`src/sme_pkg.sv`:
```
`default_nettype none
// ----------------------------------------------------------------------------
// sme_pkg
// Opcodes, error codes and sequencer states shared by the execute block.
// ----------------------------------------------------------------------------
package sme_pkg;

    localparam logic [4:0] OP_PUSH    = 5'd0;
    localparam logic [4:0] OP_ADD     = 5'd1;
    localparam logic [4:0] OP_SUB     = 5'd2;
    localparam logic [4:0] OP_MUL     = 5'd3;
    localparam logic [4:0] OP_DIV     = 5'd4;
    localparam logic [4:0] OP_SQRT    = 5'd5;
    localparam logic [4:0] OP_OUT     = 5'd6;
    localparam logic [4:0] OP_IN      = 5'd7;
    localparam logic [4:0] OP_PUSHREG = 5'd8;
    localparam logic [4:0] OP_POPREG  = 5'd9;
    localparam logic [4:0] OP_JMP     = 5'd10;
    localparam logic [4:0] OP_JB      = 5'd11;
    localparam logic [4:0] OP_JBE     = 5'd12;
    localparam logic [4:0] OP_JA      = 5'd13;
    localparam logic [4:0] OP_JAE     = 5'd14;
    localparam logic [4:0] OP_JE      = 5'd15;
    localparam logic [4:0] OP_JNE     = 5'd16;
    localparam logic [4:0] OP_CALL    = 5'd17;
    localparam logic [4:0] OP_RET     = 5'd18;
    localparam logic [4:0] OP_PUSHMEM = 5'd19;
    localparam logic [4:0] OP_POPMEM  = 5'd20;

    localparam logic [3:0] ERR_NONE      = 4'd0;
    localparam logic [3:0] ERR_EMPTY     = 4'd1;
    localparam logic [3:0] ERR_DIV_ZERO  = 4'd2;
    localparam logic [3:0] ERR_NEG_SQRT  = 4'd3;
    localparam logic [3:0] ERR_BAD_REG   = 4'd4;
    localparam logic [3:0] ERR_REG_UNSET = 4'd5;
    localparam logic [3:0] ERR_BAD_JUMP  = 4'd6;
    localparam logic [3:0] ERR_BAD_RET   = 4'd7;
    localparam logic [3:0] ERR_FULL      = 4'd8;
    localparam logic [3:0] ERR_BAD_ADDR  = 4'd9;
    localparam logic [3:0] ERR_CALL_FULL = 4'd10;

    localparam logic [1:0] ADDR_PROGRAM_LENGTH = 2'd0;

    typedef enum logic [3:0] {
        ST_CLEAR,
        ST_IDLE,
        ST_READ,
        ST_MEM,
        ST_EXEC,
        ST_ITER,
        ST_WRITE,
        ST_OUT
    } state_t;

    // Sequencer request toward the iterative unit
    typedef struct packed {
        logic start;
        logic is_sqrt;
    } iter_req_t;

endpackage
`default_nettype wire

```
`src/sme_iter.sv`:
```
`default_nettype none
// ----------------------------------------------------------------------------
// sme_iter
// Iterative unit: truncating signed division (one quotient bit per cycle)
// and floor square root (one result bit per cycle).
// ----------------------------------------------------------------------------
module sme_iter
    import sme_pkg::*;
(
    input  wire logic        clk,
    input  wire logic        rst_n,
    input  wire iter_req_t   req,
    input  wire logic [31:0] num,
    input  wire logic [31:0] den,
    output logic             done,
    output logic [31:0]      result
);

    logic        busy_reg, busy_next;
    logic [5:0]  cnt_reg, cnt_next;
    logic        sqrt_reg, sqrt_next;
    logic        neg_reg, neg_next;
    logic [31:0] rem_reg, rem_next;
    logic [31:0] q_reg, q_next;
    logic [31:0] d_reg, d_next;
    logic [31:0] bit_reg, bit_next;
    logic [31:0] rb;
    logic [31:0] ma, mb;

    assign ma = num[31] ? (32'd0 - num) : num;
    assign mb = den[31] ? (32'd0 - den) : den;
    assign rb = q_reg + bit_reg;

    // Start a request or advance one step of division or root
    always_comb
    begin
        busy_next = busy_reg;
        cnt_next  = cnt_reg;
        sqrt_next = sqrt_reg;
        neg_next  = neg_reg;
        rem_next  = rem_reg;
        q_next    = q_reg;
        d_next    = d_reg;
        bit_next  = bit_reg;
        done      = 1'b0;
        if (req.start)
        begin
            busy_next = 1'b1;
            cnt_next  = 6'd0;
            sqrt_next = req.is_sqrt;
            neg_next  = num[31] ^ den[31];
            q_next    = 32'd0;
            if (req.is_sqrt)
            begin
                rem_next = num;
                bit_next = 32'h4000_0000;
            end
            else
            begin
                rem_next = 32'd0;
                d_next   = ma;
                bit_next = mb;
            end
        end
        else if (busy_reg)
        begin
            cnt_next = cnt_reg + 6'd1;
            if (sqrt_reg)
            begin
                if (cnt_reg < 6'd16)
                begin
                    if (rem_reg >= rb)
                    begin
                        rem_next = rem_reg - rb;
                        q_next   = (q_reg >> 1) + bit_reg;
                    end
                    else
                    begin
                        q_next = q_reg >> 1;
                    end
                    bit_next = bit_reg >> 2;
                end
            end
            else if (cnt_reg < 6'd32)
            begin
                // restoring divide: bit_reg holds divisor
                if ({rem_reg, d_reg[31]} >= {1'b0, bit_reg})
                begin
                    rem_next = 32'({rem_reg, d_reg[31]} - {1'b0, bit_reg});
                    q_next   = {q_reg[30:0], 1'b1};
                end
                else
                begin
                    rem_next = {rem_reg[30:0], d_reg[31]};
                    q_next   = {q_reg[30:0], 1'b0};
                end
                d_next = {d_reg[30:0], 1'b0};
            end
            if (cnt_reg == 6'd33)
            begin
                busy_next = 1'b0;
                done      = 1'b1;
            end
        end
    end

    assign result = (!sqrt_reg && neg_reg) ? (32'd0 - q_reg) : q_reg;

    // Hold iteration state
    always_ff @(posedge clk or negedge rst_n)
    begin
        if (!rst_n)
        begin
            busy_reg <= 1'b0;
            cnt_reg  <= 6'd0;
        end
        else
        begin
            busy_reg <= busy_next;
            cnt_reg  <= cnt_next;
        end
    end

    always_ff @(posedge clk)
    begin
        sqrt_reg <= sqrt_next;
        neg_reg  <= neg_next;
        rem_reg  <= rem_next;
        q_reg    <= q_next;
        d_reg    <= d_next;
        bit_reg  <= bit_next;
    end

endmodule
`default_nettype wire

```
`config.mk`:
```
export PLATFORM = sky130hd
export DESIGN_NAME = sme_iter
export DESIGN_NICKNAME = d
export VERILOG_FILES = /design/src/sme_pkg.sv /design/src/sme_iter.sv
export SDC_FILE = /design/constraint.sdc
export NUM_CORES = 1
export LEC_CHECK = 0
export BUFFER_PORTS_ARGS = -buffer_cell sky130_fd_sc_hd__clkbuf_2
export CAP_MARGIN = 20
export CORE_ASPECT_RATIO = 0.8
export CORE_MARGIN = 3
export CORE_UTILIZATION = 49
export CTS_CLUSTER_DIAMETER = 30
export DETAILED_ROUTE_END_ITERATION = 12
export PLACE_DENSITY = 0.67
export SYNTH_ARGS = -nofsm -noshare
export SYNTH_HDL_FRONTEND = slang
export SYNTH_SLANG_ARGS = --single-unit
```
`constraint.sdc`:
```
create_clock -name clk -period 6.7 [get_ports clk]
set_clock_uncertainty 0.1 [all_clocks]
set_input_delay 1.005 -clock clk [delete_from_list [all_inputs] [get_ports clk]]
set_output_delay 1.005 -clock clk [all_outputs]
set_load 0.02 [all_outputs]
```
### Yosys cells after proc, flatten, opt, wreduce, memory -nomap -nowiden

Cells that the tools add are included.

| cells by class | value |
|---|---|
| add/subtract/negate cells | 8 |
| order comparisons | 4 |
| equality and inequality tests | 6 |
| muxes and demuxes | 34 |
| bitwise gates (word level) | 1 |
| reductions and logical operators | 12 |

Operators with widths:

| kind | count |
|---|---|
| 2-to-1 mux 32 bit | 25 |
| subtractor 1 x 32 -> 32 bit (first input constant) | 3 |
| subtractor 32 bit | 2 |
| greater-or-equal comparator 33 x 32 -> 1 bit | 1 |
| adder 31 x 32 -> 32 bit | 1 |
| adder 32 bit | 1 |
| greater-or-equal comparator 32 bit | 1 |
| 2-to-1 mux 6 bit | 2 |
| nonzero test 2 bit | 5 |
| AND reduction 4 bit | 2 |
| 2-to-1 mux 1 bit | 7 |
| adder 6 x 1 -> 6 bit (second input constant) | 1 |
| equality test 6 bit (second input constant) | 1 |
| less-than comparator 6 x 5 -> 1 bit (second input constant) | 1 |
| less-than comparator 6 bit (second input constant) | 1 |
| inequality test 3 x 2 -> 1 bit (second input constant) | 2 |
| AND reduction 3 bit | 2 |
| inequality test 2 bit (second input constant) | 2 |
| nonzero test 3 bit | 1 |
| inequality test 2 x 1 -> 1 bit (second input constant) | 1 |
| logical AND 1 bit | 1 |
| zero test 1 bit | 1 |
| XOR 1 bit | 1 |

| storage, ports and cells | value |
|---|---|
| flip-flop bits (word level) | 137 |
| input port bits | 68 |
| output and inout bits | 33 |
| logic and storage cells | 73 |

### Logic depth before layout (Yosys ltp)

| depth | value |
|---|---|
| depth in word-level cells | 7 |
| gate-level depth with buffers | 25 |
| mapped depth without buffers | 23 |

### Least setup slack after synthesis

OpenSTA, ideal clock, no wires.

| timing path | value |
|---|---|
| kind | register -> register |
| start | register q_reg[0] |
| end | register rem_reg[0], enable pin |
| library setup time | 466 ps |
| arrival | 6,542 ps |
| data required time | 6,134 ps |
| slack | -408 ps |
| stages on the path, launching flop included | 22 |
| path buffers | 1 |
| path through | dfxtp_1 ha_1 fa_1 a211oi_1 o211ai_1 or4b_1 a2111o_1 o211ai_1 a31oi_1 o21ai_1 a311oi_1 xor2_1 ha_1 nand3_1 nor3_1 o211ai_1 a21oi_1 nor2_1 clkbuf_1 nor2_1 nor2_1 o21ai_0 |

| on the way | value |
|---|---|
| cells in the longest elaborated chain, start to end | 4 |

Ends and longest elaborated chain:

| element | RTL line | text |
|---|---|---|
| start: declaration | sme_iter.sv:24 | `logic [31:0] q_reg, q_next;` |
| start signal: assignment | sme_iter.sv:129 | `q_reg <= q_next;` |
| adder 32 bit | sme_iter.sv:32 | `assign rb = q_reg + bit_reg;` |
| greater-or-equal comparator 32 bit | sme_iter.sv:72 | `if (rem_reg >= rb)` |
| inequality test 3 x 2 -> 1 bit (no line) | -- |  |
| AND reduction 4 bit (no line) | -- |  |
| end signal: assignment | sme_iter.sv:128 | `rem_reg <= rem_next;` |
| end: declaration | sme_iter.sv:23 | `logic [31:0] rem_reg, rem_next;` |

Every way passes these cells.
A chain may end at the register's enable or synchronous reset.

### Worst setup path after layout

| timing path | value |
|---|---|
| start | register q_reg[0] |
| end | register q_reg[16] |

| on the way | value |
|---|---|
| cells in the longest elaborated chain, start to end | 5 |

Ends and longest elaborated chain:

| element | RTL line | text |
|---|---|---|
| adder 32 bit | sme_iter.sv:32 |  |
| greater-or-equal comparator 32 bit | sme_iter.sv:72 |  |
| 2-to-1 mux 32 bit | sme_iter.sv:72 |  |
| 2-to-1 mux 32 bit | sme_iter.sv:70 | `if (cnt_reg < 6'd16)` |
| 2-to-1 mux 32 bit | sme_iter.sv:68 | `if (sqrt_reg)` |

Every way passes these cells. The select of a mux whose other input is x is not followed.

==> flow_metrics.tcl <==
set metrics [dict create \
    numClockSinks 137 \
    synth_compound_area_share_pct 27.59 \
    layout-drive-gt1-share_pct 9.552 \
    tns_ps 0 \
    nNetsFinal 2064 \
    rows 56 \
    required_ps 6930 \
    die_y_um 161.0 \
    routed_wl_um 47390 \
    pwr-share-clk_pct 11.6 \
    total_leakage_power_uw 0.007048 \
    seq_power_share_pct 18.6 \
    vias 14250 \
    ys_ff_latch 137 \
    avgSynthCellArea_um2 8.167 \
    synth_top_family_by_area "compound AO/OA/AOI/OAI gates" \
    grt.total_usage_pct 28.78 \
    die_area_um2 32160 \
    synth.area.mux_share_pct 2.602 \
    fin_area_um2 16150 \
    setup_violations 0 \
    syn2layout_area_growth_pct 9.743 \
    min_path_type "in2async" \
    cts_buffers 17 \
    yosysUniqueCellTypes 81 \
    rsz0062_at_grt "false" \
    synth_common_cells "a21oi_1 (157), nor2_1 (154), nand2_1 (136)" \
    min_period_ps 6112 \
    cap_violations 0 \
    clkTransAtPathRegs_ps 60 \
    synth-simple-area-share_pct 16.85 \
    crit_top_cell "o211ai_1" \
    comb_power_share_pct 69.8 \
    finalMaxSlewViolations 0 \
    yosysSeqAreaShare_pct 25.54 \
    cts_tree "yes" \
    worstPathCellList "ha_1 -> fa_1 -> a211oi_1 -> o211ai_1 -> or4b_1 -> a2111o_1 -> o211ai_1 -> a31oi_1 -> o211ai_1 -> a21oi_1 -> o21ai_0 -> xnor2_1 -> ha_1 -> nand3_1 -> nor3_1 -> o211ai_1 -> a21oi_1 -> or2_4 -> nand2_1 -> o211a_1 -> a211oi_1" \
    hold_buffers 0 \
    ant_nets 0 \
    numPortBuffers 100 \
    synth_fp_nets 2005 \
    antennaDiodeCount 0 \
    power_density_nw_per_um2 506.1 \
    clk_path_buf_depth 2 \
    cp-end-kind "flip-flop" \
    cp.arrival_ps 6350 \
    initial_core_util_pct 50.01 \
    grt_pass1_wl_um 72460 \
    cp_slowest_cell "or2_4" \
    critPathBufInv 0 \
    cts_setup_buffers 0 \
    multi_input_comb_area_um2 10360 \
    grt-ovfl-total 0 \
    drtIter0Drc 1400 \
    finalHoldViolCount 0 \
    dp_hpwl_um 36430 \
    synthXorXnorAreaFrac_pct 11.49 \
    dp_slack_ps 517.3 \
    synth_edf_count 98 \
    status "finished, final reports clean" \
    grt_max_degree 68 \
    power_switching_uw 4139 \
    place_area_um2 15560 \
    irDropWorstVdd_mv 0.2151 \
    yosys.area.top_type "edfxtp_1" \
    syn_area_um2 14720 \
    cts_resized 0 \
    ys_warn_count 0 \
    fin_crit_sh_pct 91.23 \
    place_congestion 0.9870 \
    vias_per_cell 6.329 \
    htree_levels 4 \
    synthAdderAreaFrac_pct 11.68 \
    synth_area_leaders "edfxtp_1 (20%), ha_1 (11%), xor2_1 (6.0%)" \
    r2r_slack_ps 590 \
    drc_errors 0 \
    synth_top_area_share_pct 20.00 \
    synth_cells 1802 \
    first_global_vias 13270 \
    antenna_found_initial 2 \
    crit_family "compound AO/OA/AOI/OAI gates" \
    cts_root_buf "clkbuf_16" \
    yosysMostFrequentCell "a21oi_1" \
    r2r_cells 21 \
    clock_latency_ps 440 \
    intPower_uw 4035 \
    max_freq_mhz 163.6 \
    tightest_slew_ps 1148 \
    cp-start-kind "flip-flop" \
    crit_type "reg2reg" \
    n_fill_cell 2778 \
    regToRegEndpoint "q_reg[16]" \
    async_flop_share_pct 5.109 \
    fp.dieW_um 199.8 \
    max_stage_delay_ps 510 \
    seqCellArea_um2 3759 \
    critPathMaxFanout 23 \
    drtPass1Iterations 5 \
    core-area_um2 29430 \
    reg2reg_from "q_reg[0]" \
    avgRoutedWirePerCell_um 21.05 \
    synthFlopType "edfxtp_1" \
    pin_count 101 \
    p_sw_share_pct 50.63 \
    worst_slack_ps 587.7 \
    relSlewSlack_pct 23.16 \
]
## cell type report
type | count | area share, %
Clock buffer | 19 | 2.681
Inverter | 83 | 1.929
Clock inverter | 13 | 0.7902
Sequential cell | 137 | 23.27
Timing Repair Buffer | 122 | 4.261
Multi-Input combinational cell | 1500 | 64.15
Tap cell | 377 | 2.921
## worst max-delay path by stage
stage          cells past startpoint  startpoint  slack (ps)    endpoint
5_1_grt                           20    q_reg[0]         200   q_reg[16]
6_report                          21    q_reg[0]         590   q_reg[16]
4_1_cts                           20    q_reg[0]         460   q_reg[16]
3_3_place_gp                      21  bit_reg[0]         860   q_reg[16]
2_1_floorplan                     21    q_reg[0]         460  rem_reg[0]
3_5_place_dp                      20    q_reg[0]         520   q_reg[16]
## routing by layer
layer | global-route usage, % | part of all wire [%] | wire length, um
met5 | 0 | 0.072 | 34
met1 | 39.72 | 45 | 21400
met2 | 45.46 | 45 | 21100
met4 | 9.195 | 2.6 | 1218
met3 | 5.798 | 7.7 | 3638
## power by group through the flow
stage | sequential, uW | clock (uW) | combinational, uW
floorplan | 1380 | 0 | 4240
global placement | 1520 | 0 | 5520
detailed placement | 1520 | 0 | 5570
CTS | 1510 | 958 | 5610
global route | 1540 | 997 | 6230
finish | 1520 | 948 | 5710
## metrics by stage
| stage | total power (uW) | instances | util (%) | hold WS [ps] |
|---|---|---|---|---|
| 2_1_floorplan | 5616 | 1802 | - | 363.6 |
| 3_3_place_gp | 7045 | 2218 | 52.87 | 398.9 |
| 3_5_place_dp | 7094 | 2218 | 52.87 | 407.5 |
| 4_1_cts | 8073 | 2250 | 54.78 | 286.9 |
| 5_1_grt | 8770 | 2251 | 54.88 | 298.6 |
| 6_report | 8174 | 2251 | 54.88 | 290.4 |
## cell families (layout without fill, tap and decap cells)
group                      Yosys count  count (layout)
adders and majority gates          135             135
xor gates and xnor gates           193             193
AOI/OAI and AO/OA                  622             622
buffers and inverters              165             237
DFF                                137             137
muxes                               38              38
and+or+nand+nor                    512             512
## cells in the final DEF (no fill, tap or decap), types with 8 or more instances in the layout
cell and instances:
a311oi_1 8, o21a_1 20, a22oi_1 15, o21ai_0 118, clkbuf_16 17, xnor2_1 93, nand2b_1 24, nand4_1 14
a21oi_1 157, and2_1 8, nor3_1 43, a31o_2 11, nor2b_1 9, a21o_1 74, o21bai_1 19, o41ai_1 16
nor4_1 15, o211ai_1 12, dfxtp_1 32, nand2_1 136, o22ai_1 32, or3_1 17, inv_1 82, edfxtp_1 98
or4_1 14, a31oi_1 21, xor2_1 100, nor2_1 154, o31ai_1 23, a211oi_1 23, mux2i_1 36, and3_1 14
ha_1 131, nand3_1 34, clkbuf_2 99, buf_4 22
Note: power is estimated with default switching activity, not from simulation.
